$ cat config.mk
export PLATFORM = sky130hd
export DESIGN_NAME = decision_point_token_counter_core
export DESIGN_NICKNAME = d
export VERILOG_FILES = /design/src/sv/dptc_pkg.sv /design/src/sv/dptc_front.sv /design/src/sv/dptc_queue.sv /design/src/sv/dptc_back.sv /design/src/sv/decision_point_token_counter_core.sv
export SDC_FILE = /design/constraint.sdc
export NUM_CORES = 1
export LEC_CHECK = 0
export ABC_AREA = 1
export BUFFER_PORTS_ARGS = -buffer_cell sky130_fd_sc_hd__buf_2
export CORE_ASPECT_RATIO = 2
export CORE_MARGIN = 2
export CORE_UTILIZATION = 63
export DETAILED_ROUTE_END_ITERATION = 8
export GPL_TIMING_DRIVEN = 0
export PLACE_DENSITY = 0.82
export SLEW_MARGIN = 40
export SYNTH_ARGS = -nofsm -noshare
export SYNTH_HDL_FRONTEND = slang
export SYNTH_SLANG_ARGS = --single-unit
$ cat constraint.sdc
create_clock -name i_clk -period 6 [get_ports i_clk]
set_input_delay 0.6 -clock i_clk [delete_from_list [all_inputs] [get_ports i_clk]]
set_output_delay 0.6 -clock i_clk [all_outputs]
set_load 0.01 [all_outputs]
$ cat src/sv/dptc_pkg.sv
// ============================================================================
// Decision point token counter package
// Shared widths, character constants, item types and the internal token type.
// ============================================================================
`default_nettype none

package dptc_pkg;

    // Width of the hit counters and of the result fields.
    localparam int CountWidth   = 32;
    localparam int OutWidth     = 32;

    // Window of recent bytes in the current line, newest first.
    localparam int RecentDepth  = 6;
    localparam int LineCntWidth = 3;

    // Queue between the classifier and the scanner (power of two).
    localparam int QueueDepth   = 4;
    localparam int QueueAw      = $clog2(QueueDepth);

    // Command codes.
    localparam logic CmdChar = 1'b0;
    localparam logic CmdEnd  = 1'b1;

    // Characters of interest.
    localparam logic [7:0] ChNewline = 8'h0A;
    localparam logic [7:0] ChQmark   = 8'h3F;
    localparam logic [7:0] ChAmp     = 8'h26;
    localparam logic [7:0] ChBar     = 8'h7C;
    localparam logic [7:0] ChSlash   = 8'h2F;
    localparam logic [7:0] ChStar    = 8'h2A;

    typedef enum logic [1:0] {
        PAIR_NONE,
        PAIR_AMP,
        PAIR_BAR
    } t_pair;

    typedef struct packed {
        logic       command;
        logic [7:0] char_code;
    } t_in_item;

    typedef struct packed {
        logic [OutWidth-1:0] point_count;
        logic [OutWidth-1:0] complexity;
    } t_out_item;

    // A classified beat as it travels through the queue.
    typedef struct packed {
        logic       is_end;
        logic [7:0] code;
        logic       is_word;
        logic       is_qmark;
        logic       is_amp;
        logic       is_bar;
        logic       is_slash;
        logic       is_star;
        logic       is_newline;
    } t_token;

endpackage

`default_nettype wire

$ cat src/sv/dptc_front.sv
// ============================================================================
// Decision point token counter front end
// Accepts input beats and registers them as classified tokens.
// ============================================================================
`default_nettype none

module dptc_front (
    input  wire logic              i_clk,
    input  wire logic              i_rst_n,
    input  wire logic              i_in_valid,
    input  wire dptc_pkg::t_in_item i_in_data,
    output logic                   o_in_ready,
    output logic                   o_tok_valid,
    output dptc_pkg::t_token       o_tok,
    input  wire logic              i_tok_ready
);

    logic             r_valid;
    dptc_pkg::t_token r_tok;
    dptc_pkg::t_token n_tok;
    logic             accept;

    always_comb begin
        n_tok.is_end     = (i_in_data.command == dptc_pkg::CmdEnd);
        n_tok.code       = i_in_data.char_code;
        n_tok.is_word    = (i_in_data.char_code >= "0" && i_in_data.char_code <= "9") ||
                           (i_in_data.char_code >= "A" && i_in_data.char_code <= "Z") ||
                           (i_in_data.char_code >= "a" && i_in_data.char_code <= "z");
        n_tok.is_qmark   = (i_in_data.char_code == dptc_pkg::ChQmark);
        n_tok.is_amp     = (i_in_data.char_code == dptc_pkg::ChAmp);
        n_tok.is_bar     = (i_in_data.char_code == dptc_pkg::ChBar);
        n_tok.is_slash   = (i_in_data.char_code == dptc_pkg::ChSlash);
        n_tok.is_star    = (i_in_data.char_code == dptc_pkg::ChStar);
        n_tok.is_newline = (i_in_data.char_code == dptc_pkg::ChNewline);
    end

    // The stage refills in the same cycle that it drains into the queue.
    assign o_in_ready  = !r_valid || i_tok_ready;
    assign accept      = i_in_valid && o_in_ready;
    assign o_tok_valid = r_valid;
    assign o_tok       = r_tok;

    always_ff @(posedge i_clk) begin
        if (!i_rst_n) begin
            r_valid <= 1'b0;
        end else if (accept) begin
            r_valid <= 1'b1;
        end else if (i_tok_ready) begin
            r_valid <= 1'b0;
        end
    end

    always_ff @(posedge i_clk) begin
        if (accept) begin
            r_tok <= n_tok;
        end
    end

endmodule

`default_nettype wire

$ cat src/sv/dptc_queue.sv
// ============================================================================
// Decision point token counter queue
// Small register queue of classified tokens between front end and scanner.
// ============================================================================
`default_nettype none

module dptc_queue (
    input  wire logic             i_clk,
    input  wire logic             i_rst_n,
    input  wire logic             i_push,
    input  wire dptc_pkg::t_token i_push_data,
    output logic                  o_ready,
    output logic                  o_valid,
    output dptc_pkg::t_token      o_data,
    input  wire logic             i_pop
);

    dptc_pkg::t_token                 r_mem [dptc_pkg::QueueDepth];
    logic [dptc_pkg::QueueAw-1:0]     r_wr_ptr;
    logic [dptc_pkg::QueueAw-1:0]     r_rd_ptr;
    logic [dptc_pkg::QueueAw:0]       r_count;
    logic                             do_push;
    logic                             do_pop;

    assign o_ready = (r_count != (dptc_pkg::QueueAw+1)'(dptc_pkg::QueueDepth));
    assign o_valid = (r_count != '0);
    assign o_data  = r_mem[r_rd_ptr];
    assign do_push = i_push && o_ready;
    assign do_pop  = i_pop && o_valid;

    always_ff @(posedge i_clk) begin
        if (!i_rst_n) begin
            r_wr_ptr <= '0;
            r_rd_ptr <= '0;
            r_count  <= '0;
        end else begin
            if (do_push) begin
                r_wr_ptr <= r_wr_ptr + 1'b1;
            end
            if (do_pop) begin
                r_rd_ptr <= r_rd_ptr + 1'b1;
            end
            if (do_push && !do_pop) begin
                r_count <= r_count + 1'b1;
            end else if (do_pop && !do_push) begin
                r_count <= r_count - 1'b1;
            end
        end
    end

    always_ff @(posedge i_clk) begin
        if (do_push) begin
            r_mem[r_wr_ptr] <= i_push_data;
        end
    end

endmodule

`default_nettype wire

$ cat src/sv/dptc_back.sv
// ============================================================================
// Decision point token counter scanner
// Runs the per-line scan, commits line hits and registers the result beat.
// ============================================================================
`default_nettype none

module dptc_back (
    input  wire logic               i_clk,
    input  wire logic               i_rst_n,
    input  wire logic               i_tok_valid,
    input  wire dptc_pkg::t_token   i_tok,
    output logic                    o_pop,
    output logic                    o_out_valid,
    output dptc_pkg::t_out_item     o_out_data,
    input  wire logic               i_out_ready
);

    localparam int Cw = dptc_pkg::CountWidth;
    localparam int Ow = dptc_pkg::OutWidth;
    localparam int Rd = dptc_pkg::RecentDepth;
    localparam int Lw = dptc_pkg::LineCntWidth;

    function automatic logic [Cw-1:0] sat_add(input logic [Cw-1:0] a,
                                              input logic [Cw-1:0] b);
        logic [Cw:0] s;
        s = {1'b0, a} + {1'b0, b};
        return s[Cw] ? '1 : s[Cw-1:0];
    endfunction

    function automatic logic [Ow-1:0] clip_out(input logic [Cw-1:0] v);
        logic [Cw+Ow-1:0] wide;
        wide = (Cw+Ow)'(v);
        return (wide[Cw+Ow-1:Ow] != '0) ? '1 : wide[Ow-1:0];
    endfunction

    // Line and comment state.
    logic                  r_inside,  n_inside;
    logic [Cw-1:0]         r_total,   n_total;
    logic [Cw-1:0]         r_line,    n_line;
    logic                  r_open,    n_open;
    logic                  r_close,   n_close;
    logic                  r_cbo,     n_cbo;
    logic                  r_lcs,     n_lcs;
    logic [Lw-1:0]         r_cnt,     n_cnt;
    dptc_pkg::t_pair       r_pend,    n_pend;
    logic [7:0]            r_code [Rd];
    logic [7:0]            n_code [Rd];
    logic [Rd-1:0]         r_word,    n_word;

    // Result register.
    logic                  r_out_valid, n_out_valid;
    dptc_pkg::t_out_item   r_out,       n_out;

    logic                  word_hit;
    logic                  inside_eol;
    logic                  hit_word;
    logic                  hit_pair;
    logic [Cw-1:0]         line_inc;
    logic [Cw-1:0]         line_fin;
    logic [Cw-1:0]         total_fin;

    // A keyword ends at the newest byte when its letters match and the byte
    // before it is an edge or the start of the line.
    always_comb begin
        word_hit = 1'b0;
        if (r_cnt >= Lw'(2) && {r_code[1], r_code[0]} == "if" &&
            (r_cnt == Lw'(2) || !r_word[2])) begin
            word_hit = 1'b1;
        end
        if (r_cnt >= Lw'(3) && {r_code[2], r_code[1], r_code[0]} == "for" &&
            (r_cnt == Lw'(3) || !r_word[3])) begin
            word_hit = 1'b1;
        end
        if (r_cnt >= Lw'(4) &&
            {r_code[3], r_code[2], r_code[1], r_code[0]} == "case" &&
            (r_cnt == Lw'(4) || !r_word[4])) begin
            word_hit = 1'b1;
        end
        if (r_cnt >= Lw'(5) &&
            {r_code[4], r_code[3], r_code[2], r_code[1], r_code[0]} == "while" &&
            (r_cnt == Lw'(5) || !r_word[5])) begin
            word_hit = 1'b1;
        end
    end

    assign inside_eol = r_open ? !(r_close && !r_cbo) : (r_close ? 1'b0 : r_inside);
    assign o_pop      = i_tok_valid && (!i_tok.is_end || !r_out_valid || i_out_ready);

    always_comb begin
        n_inside    = r_inside;
        n_total     = r_total;
        n_line      = r_line;
        n_open      = r_open;
        n_close     = r_close;
        n_cbo       = r_cbo;
        n_lcs       = r_lcs;
        n_cnt       = r_cnt;
        n_pend      = r_pend;
        n_code      = r_code;
        n_word      = r_word;
        n_out       = r_out;
        n_out_valid = r_out_valid && !i_out_ready;
        hit_word    = !r_lcs && word_hit && !i_tok.is_word;
        hit_pair    = 1'b0;
        line_inc    = r_line;
        line_fin    = r_line;
        total_fin   = r_total;

        if (o_pop && !i_tok.is_end) begin
            if (!r_lcs) begin
                if (i_tok.is_qmark) begin
                    hit_pair = 1'b1;
                    n_pend   = dptc_pkg::PAIR_NONE;
                end else if (i_tok.is_amp) begin
                    hit_pair = (r_pend == dptc_pkg::PAIR_AMP);
                    n_pend   = hit_pair ? dptc_pkg::PAIR_NONE : dptc_pkg::PAIR_AMP;
                end else if (i_tok.is_bar) begin
                    hit_pair = (r_pend == dptc_pkg::PAIR_BAR);
                    n_pend   = hit_pair ? dptc_pkg::PAIR_NONE : dptc_pkg::PAIR_BAR;
                end else begin
                    n_pend   = dptc_pkg::PAIR_NONE;
                end
            end
            line_inc = sat_add(r_line, Cw'({1'b0, hit_word} + {1'b0, hit_pair}));
            n_line   = line_inc;

            if (r_cnt != '0) begin
                if (r_code[0] == dptc_pkg::ChSlash && i_tok.is_slash) begin
                    n_lcs = 1'b1;
                end
                if (r_code[0] == dptc_pkg::ChSlash && i_tok.is_star) begin
                    n_open = 1'b1;
                end
                if (r_code[0] == dptc_pkg::ChStar && i_tok.is_slash && !r_close) begin
                    n_close = 1'b1;
                    n_cbo   = !r_open;
                end
            end

            for (int i = Rd - 1; i > 0; i--) begin
                n_code[i] = r_code[i-1];
                n_word[i] = r_word[i-1];
            end
            n_code[0] = i_tok.code;
            n_word[0] = i_tok.is_word;
            if (r_cnt != '1) begin
                n_cnt = r_cnt + 1'b1;
            end

            // Line end: settle the comment status and commit the line.
            if (i_tok.is_newline) begin
                n_inside = inside_eol;
                if (!inside_eol) begin
                    n_total = sat_add(r_total, line_inc);
                end
                n_line  = '0;
                n_open  = 1'b0;
                n_close = 1'b0;
                n_cbo   = 1'b0;
                n_lcs   = 1'b0;
                n_cnt   = '0;
                n_pend  = dptc_pkg::PAIR_NONE;
            end
        end else if (o_pop && i_tok.is_end) begin
            // An open line is closed as if an edge byte and a newline came.
            if (r_cnt != '0) begin
                line_fin = sat_add(r_line, Cw'(!r_lcs && word_hit));
                if (!inside_eol) begin
                    total_fin = sat_add(r_total, line_fin);
                end
            end
            n_out.point_count = clip_out(total_fin);
            n_out.complexity  = clip_out(sat_add(total_fin, Cw'(1)));
            n_out_valid = 1'b1;
            n_inside    = 1'b0;
            n_total     = '0;
            n_line      = '0;
            n_open      = 1'b0;
            n_close     = 1'b0;
            n_cbo       = 1'b0;
            n_lcs       = 1'b0;
            n_cnt       = '0;
            n_pend      = dptc_pkg::PAIR_NONE;
        end
    end

    always_ff @(posedge i_clk) begin
        if (!i_rst_n) begin
            r_inside    <= 1'b0;
            r_total     <= '0;
            r_line      <= '0;
            r_open      <= 1'b0;
            r_close     <= 1'b0;
            r_cbo       <= 1'b0;
            r_lcs       <= 1'b0;
            r_cnt       <= '0;
            r_pend      <= dptc_pkg::PAIR_NONE;
            r_out_valid <= 1'b0;
        end else begin
            r_inside    <= n_inside;
            r_total     <= n_total;
            r_line      <= n_line;
            r_open      <= n_open;
            r_close     <= n_close;
            r_cbo       <= n_cbo;
            r_lcs       <= n_lcs;
            r_cnt       <= n_cnt;
            r_pend      <= n_pend;
            r_out_valid <= n_out_valid;
        end
    end

    always_ff @(posedge i_clk) begin
        r_code <= n_code;
        r_word <= n_word;
        r_out  <= n_out;
    end

    assign o_out_valid = r_out_valid;
    assign o_out_data  = r_out;

endmodule

`default_nettype wire

$ cat src/sv/decision_point_token_counter_core.sv
// ============================================================================
// Decision point token counter core
// Throughput: one beat per clock in either direction, unless an end beat waits
// on a held result and the queue fills. An end beat accepted into the
// classifier register enters the queue and from there loads the result
// register; the scanner settles each byte as it pops it from the queue.
// Reset: synchronous active low; clears all counts, the comment status and
// the queue, and leaves the result register empty.
// ============================================================================
`default_nettype none

module decision_point_token_counter_core (
    input  wire logic                i_clk,
    input  wire logic                i_rst_n,
    input  wire logic                i_in_valid,
    output logic                     o_in_ready,
    input  wire dptc_pkg::t_in_item  i_in_data,
    output logic                     o_out_valid,
    input  wire logic                i_out_ready,
    output dptc_pkg::t_out_item      o_out_data
);

    // Front end to queue.
    logic             fr_valid;
    dptc_pkg::t_token fr_tok;
    logic             q_ready;

    // Queue to scanner.
    logic             q_valid;
    dptc_pkg::t_token q_tok;
    logic             q_pop;

    // The front end decodes each incoming byte into the handful of classes
    // the scanner cares about (word byte, question mark, ampersand, bar,
    // slash, star, newline) and holds it in one register stage.
    dptc_front u_front (
        .i_clk       (i_clk),
        .i_rst_n     (i_rst_n),
        .i_in_valid  (i_in_valid),
        .i_in_data   (i_in_data),
        .o_in_ready  (o_in_ready),
        .o_tok_valid (fr_valid),
        .o_tok       (fr_tok),
        .i_tok_ready (q_ready)
    );

    // The queue lets the front end keep taking beats while the scanner waits
    // for a stalled result beat to drain.
    dptc_queue u_queue (
        .i_clk       (i_clk),
        .i_rst_n     (i_rst_n),
        .i_push      (fr_valid),
        .i_push_data (fr_tok),
        .o_ready     (q_ready),
        .o_valid     (q_valid),
        .o_data      (q_tok),
        .i_pop       (q_pop)
    );

    // The scanner keeps a short window of recent line bytes for keyword matching,
    // tracks the comment markers of the current line, and commits the line's hits
    // at each newline unless the line ends inside a comment. Source bytes never
    // wait on the output; only an end beat waits while an earlier result is held.
    dptc_back u_back (
        .i_clk       (i_clk),
        .i_rst_n     (i_rst_n),
        .i_tok_valid (q_valid),
        .i_tok       (q_tok),
        .o_pop       (q_pop),
        .o_out_valid (o_out_valid),
        .o_out_data  (o_out_data),
        .i_out_ready (i_out_ready)
    );

    // An end beat leaving the queue always loads the result register.
    a_end_loads_result : assert property (@(posedge i_clk) disable iff (!i_rst_n)
        (q_pop && q_tok.is_end) |=> o_out_valid)
        else $error("end beat left the queue without producing a result");

    // A new result appears only as the consequence of an end beat.
    a_result_has_cause : assert property (@(posedge i_clk) disable iff (!i_rst_n)
        $rose(o_out_valid) |-> $past(q_pop && q_tok.is_end))
        else $error("result beat appeared without an end beat");

    // Complexity is always one above the decision count unless saturated.
    a_complexity_rel : assert property (@(posedge i_clk) disable iff (!i_rst_n)
        o_out_valid |->
            (o_out_data.complexity == o_out_data.point_count + 32'd1) ||
            (o_out_data.complexity == '1 && o_out_data.point_count == '1))
        else $error("complexity does not match decision points");

endmodule

`default_nettype wire
==> flow_summary.toml, run 1 <==
[run_status]
status = "stopped before the end"
flow.stopped_at = "global routing (5_1_grt)"
first-error = "[ERROR GRT-0232] Routing congestion too high. Check the congestion heatmap in the GUI."

[synthesis]
synth_edf_count = 190
yosysSeqAreaShare_pct = 41.14
ys_warn_count = 0
postSynthCellCount = 2412
synth_nets = 2512
synthDistinctLibCells = 59
synth-async-reset-ratio_pct = 0
syn_area_per_cell_um2 = 7.465
ys.flop_type = "edfxtp_1"
synth.ff_latch_count = 275
netlist_area_um2 = 18000

[die]
die_w_um = 123.5
initial_core_util_pct = 63.86
ios = 79
num_rows = 87
die_height_um = 243.1

[placed_design]
port_buffers = 77
dpl.hpwl_um = 52430
place_congestion = 1.064
dpl_cell_area_um2 = 18960

[global_route]
track_usage_pct = 63.30
grt-ovfl-total = 69
grt_start_max_net_pins = 53

[clock_tree]
postCtsHoldBufs = 0
cts_buffer_depth = 3
clock-root-buffer = "clkbuf_16"
cts-buffers-inserted = 23
htree_levels = 1
cts_sinks = 275
metal layers:
metal,GRT usage [%],GRT overflow
met5,5.382,0
met2,88.69,37
met3,36.89,3
met1,58.32,1
met4,70.42,28
cell usage after synthesis (8+ instances only):
cell type / number / share of area, %
nor2_1: 263 / 5.5
dfxtp_1: 85 / 9.5
ha_1: 83 / 5.8
edfxtp_1: 190 / 32
nand4_1: 37 / 1.3
nor4_1: 18 / 0.63
buf_2: 8 / 0.22
xnor2_1: 15 / 0.73
nor2_4: 12 / 0.75
xor2_1: 29 / 1.4
a21oi_1: 151 / 4.2
a21o_1: 10 / 0.42
o21ai_0: 106 / 2.9
nand3_1: 183 / 5.1
nor3_1: 30 / 0.83
nor2_2: 8 / 0.28
nand3_2: 22 / 1.2
inv_2: 18 / 0.38
nand2_2: 8 / 0.28
nand2_1: 680 / 14
inv_1: 295 / 6.2
or2_2: 29 / 1.0
o22ai_1: 13 / 0.45
o21bai_1: 8 / 0.33
clkbuf_1: 29 / 0.60
a31oi_1: 8 / 0.28
stage by stage:
step / setup slack (ns) / std cells / util [%] / hold slack [ns]
floorplan: 0.5254 / 2412 / - / 0.4003
global placement: -2.933 / 2845 / 66.81 / 0.4014
CTS: -0.1249 / 2951 / 74.92 / 0.2278
detailed placement: -2.577 / 2848 / 67.23 / 0.4061
kinds of logic after synthesis:
logic type,count (synthesis),synth area share [%]
and+or+nand+nor,1316,32.45
buffers and inverters,358,7.832
AOI/OAI and AO/OA,331,10.17
DFF,275,41.14
adders and majority gates,87,6.213
xor gates and xnor gates,44,2.140
muxes,1,0.05560
what timing repair did:
item | 4_1_cts
gates cloned | 3
buffers inserted | 60
endpoints found under the setup margin | 96
resized for setup | 227
pin swaps | 60
==> inputs of run 2 (changes only) <==
--- a/config.mk
+++ b/config.mk
@@ -7,12 +7,11 @@
 export LEC_CHECK = 0
 export ABC_AREA = 1
 export BUFFER_PORTS_ARGS = -buffer_cell sky130_fd_sc_hd__buf_2
-export CORE_ASPECT_RATIO = 2
 export CORE_MARGIN = 2
-export CORE_UTILIZATION = 63
+export CORE_UTILIZATION = 40
 export DETAILED_ROUTE_END_ITERATION = 8
 export GPL_TIMING_DRIVEN = 0
-export PLACE_DENSITY = 0.82
+export PLACE_DENSITY_LB_ADDON = 0.15
 export SLEW_MARGIN = 40
 export SYNTH_ARGS = -nofsm -noshare
 export SYNTH_HDL_FRONTEND = slang
==> run 2 against run 1 <==
Effect of this change:
- the flow now finishes without violations
- synthesized cell count is the same
- area after synthesis unchanged
==> flow_summary.toml, run 2 <==
[run_status]
status = "complete, no violations"

[worst_hold_path]
hp-start = "i_in_data[8]"
hp-class = "in -> reg"

[synthesis]
synth_compound_area_share_pct = 10.17
ys.flop_type = "edfxtp_1"
yosys-top-cells-count = "nand2_1 (680), inv_1 (295), nor2_1 (263)"
yosysMostFrequentCell = "nand2_1"
synthSimpleGateAreaFrac_pct = 32.45
synth_edf_count = 190
yosysSeqAreaShare_pct = 41.14
synth-async-reset-ratio_pct = 0
synth_nets = 2512
postSynthCellCount = 2412
synth_mux_area_share_pct = 0.05559
netlist_area_um2 = 18000
synth_fa_ha_area_share_pct = 6.213
syn_area_per_cell_um2 = 7.465
synth_top_area_share_pct = 31.69
synthDistinctLibCells = 59
synth_top_area_cell = "edfxtp_1"
synth_top_family_by_area = "simple AND/OR/NAND/NOR gates"
synth.ff_latch_count = 275
synth_area_leaders = "edfxtp_1 (32%), nand2_1 (14%), dfxtp_1 (9.5%)"
synth-xor-area-share_pct = 2.140
ys_warn_count = 0

[clock_tree]
postCtsHoldBufs = 0
cts_sinks = 275
htree_levels = 1
clock-root-buffer = "clkbuf_16"
cts_tree = "yes"
cts_buffer_depth = 3
clk_pin_slew_ns = 0.06
clock_latency_ns = 0.60
cts-buffers-inserted = 29

[sta]
setup_viol = 0
drv_slew = 0
worst_pin_slew_ns = 1.263
min_period_ns = 5.951
rsz0062_at_grt = "yes"
period_share_pct = 99.18
clock_skew_ns = 0.03503
fmaxAchievable_mhz = 168.0
relSlewSlack_pct = 15.17
hold_violations = 0

[routing]
firstDrtPassIters = 6
drt_wl_total_um = 54320
vias = 16440
drc = 0
viasPerCell = 5.121
drt_iter0_markers = 1081
detail_route.wl_per_cell_um = 16.92
ant_nets = 0

[critical_path]
cp-end-kind = "flop"
crit_top_cell = "nand2_2"
crit_path_start = "u_back.r_code[31]"
worstSetupPathType = "reg -> reg"
worstReg2RegStart = "u_back.r_code[31]"
worstPathArrival_ns = 6.27
crit_path_start_kind = "flop"
slowest_stage = "edfxtp_1"
cpPeakStageDelay_ns = 0.39
worstPathMaxFanout = 8
crit_required_ns = 6.32

[placed_design]
place_congestion = 0.9202
dp_cells = 3084
port_buffers = 77
dpl.hpwl_um = 41970

[die]
core_area_um2 = 44320
ios = 79
num_rows = 77
die_height_um = 216.2
die_w_um = 216.2
initial_core_util_pct = 40.63
die_area_um2 = 46730

[layout]
drive_above_1_share_pct = 20.17
fin_util_pct = 49.26
num_antenna_cells = 0
finalNetCount = 2698
synthToLayoutAreaGrowth_pct = 21.25
fin_cells = 3210
final_cell_mix = "nand2_1 (640), inv_1 (278), nor2_1 (217)"
final_common_cell = "nand2_1"

[power]
p_leak_nw = 9.329
powerDensity_nw_per_um2 = 338.9
irDropWorstVdd_mv = 0.2119

[global_route]
grt_pass1_wl_um = 83100
antenna_found_initial = 0
grt_pass1_vias = 15470
grt_start_max_net_pins = 45
track_usage_pct = 22.60
grt-ovfl-total = 0

[job]
cap_violations = 0
run 2: cell counts after synthesis:
Identical to the previous run, type by type.
run 2: through the flow:
step,total power [mW],setup WS [ns],setup TNS (ns),area (um^2),hold slack (ns)
final,7.398,0.04932,0,21830,0.2048
after global routing,7.860,-0.2774,-11.33,21830,0.1800
after CTS,7.253,0.006318,0,20990,0.1752
after detailed placement,5.530,-1.643,-88.97,19250,0.4062
after global placement,5.440,-1.922,-94.95,19130,0.4024
after floorplan,4.638,0.5254,0,18000,0.4003
run 2: logic make-up (layout without fill, tap and decap cells):
family | after synthesis | count (layout)
AOI/OAI and AO/OA | 331 | 331
xor gates and xnor gates | 44 | 44
adders and majority gates | 87 | 87
buffers and inverters | 358 | 562
DFF | 275 | 275
muxes | 1 | 1
and+or+nand+nor | 1316 | 1318
run 2: per-layer routing:
layer,vias up,routed length (um),track usage (%)
met3,115,2370,1.839
met4,0,2390,9.269
li1,8373,-,-
met1,7524,24910,30.84
met2,426,24640,37.10
met5,-,0,0
run 2: worst max-delay path: cells and delay by family (launching register included):
| family | cells | cell delay [ns] |
|---|---|---|
| AOI/OAI and AO/OA | 3 | 0.58 |
| buffers and inverters | 10 | 1.10 |
| and+or+nand+nor | 24 | 2.91 |
| adders and majority gates | 3 | 0.72 |
| DFF | 1 | 0.39 |
run 2: cell type report:
type,instances,area (um^2)
timing repair buffer,154,1097
clock inverter,13,107.6
fill,4404,22490
buffer,44,286.5
inverter,313,1187
tap,592,740.7
multi-input combinational,1781,10240
clock buffer,38,759.5
sequential,275,7408
run 2: final timing paths:
check / to / slack [ns] / cells after the start
setup / recovery: u_back.o_out_data[4] / 0.05 / 40
hold / removal: u_front.o_tok[15] / 0.20 / 1
setup reg to reg: u_back.o_out_data[4] / 0.05 / 40
hold reg to reg: u_back.r_word[1] / 0.43 / 0
run 2: power by group:
| group | leakage [nW] | switching [mW] | internal [mW] |
|---|---|---|---|
| sequential | 2.48 | 0.218 | 2.76 |
| clock | 0.410 | 0.736 | 0.932 |
| combinational | 6.44 | 1.83 | 0.921 |
| total | 9.33 | 2.78 | 4.62 |
run 2: what timing repair did:
| item | CTS | global route |
|---|---|---|
| pin swaps | 36 | 62 |
| setup endpoints to repair | 84 | 64 |
| cloned | 2 | 3 |
| buffers inserted | 40 | 32 |
| resized for setup | 127 | 175 |
(Power assumes the default switching activity.)
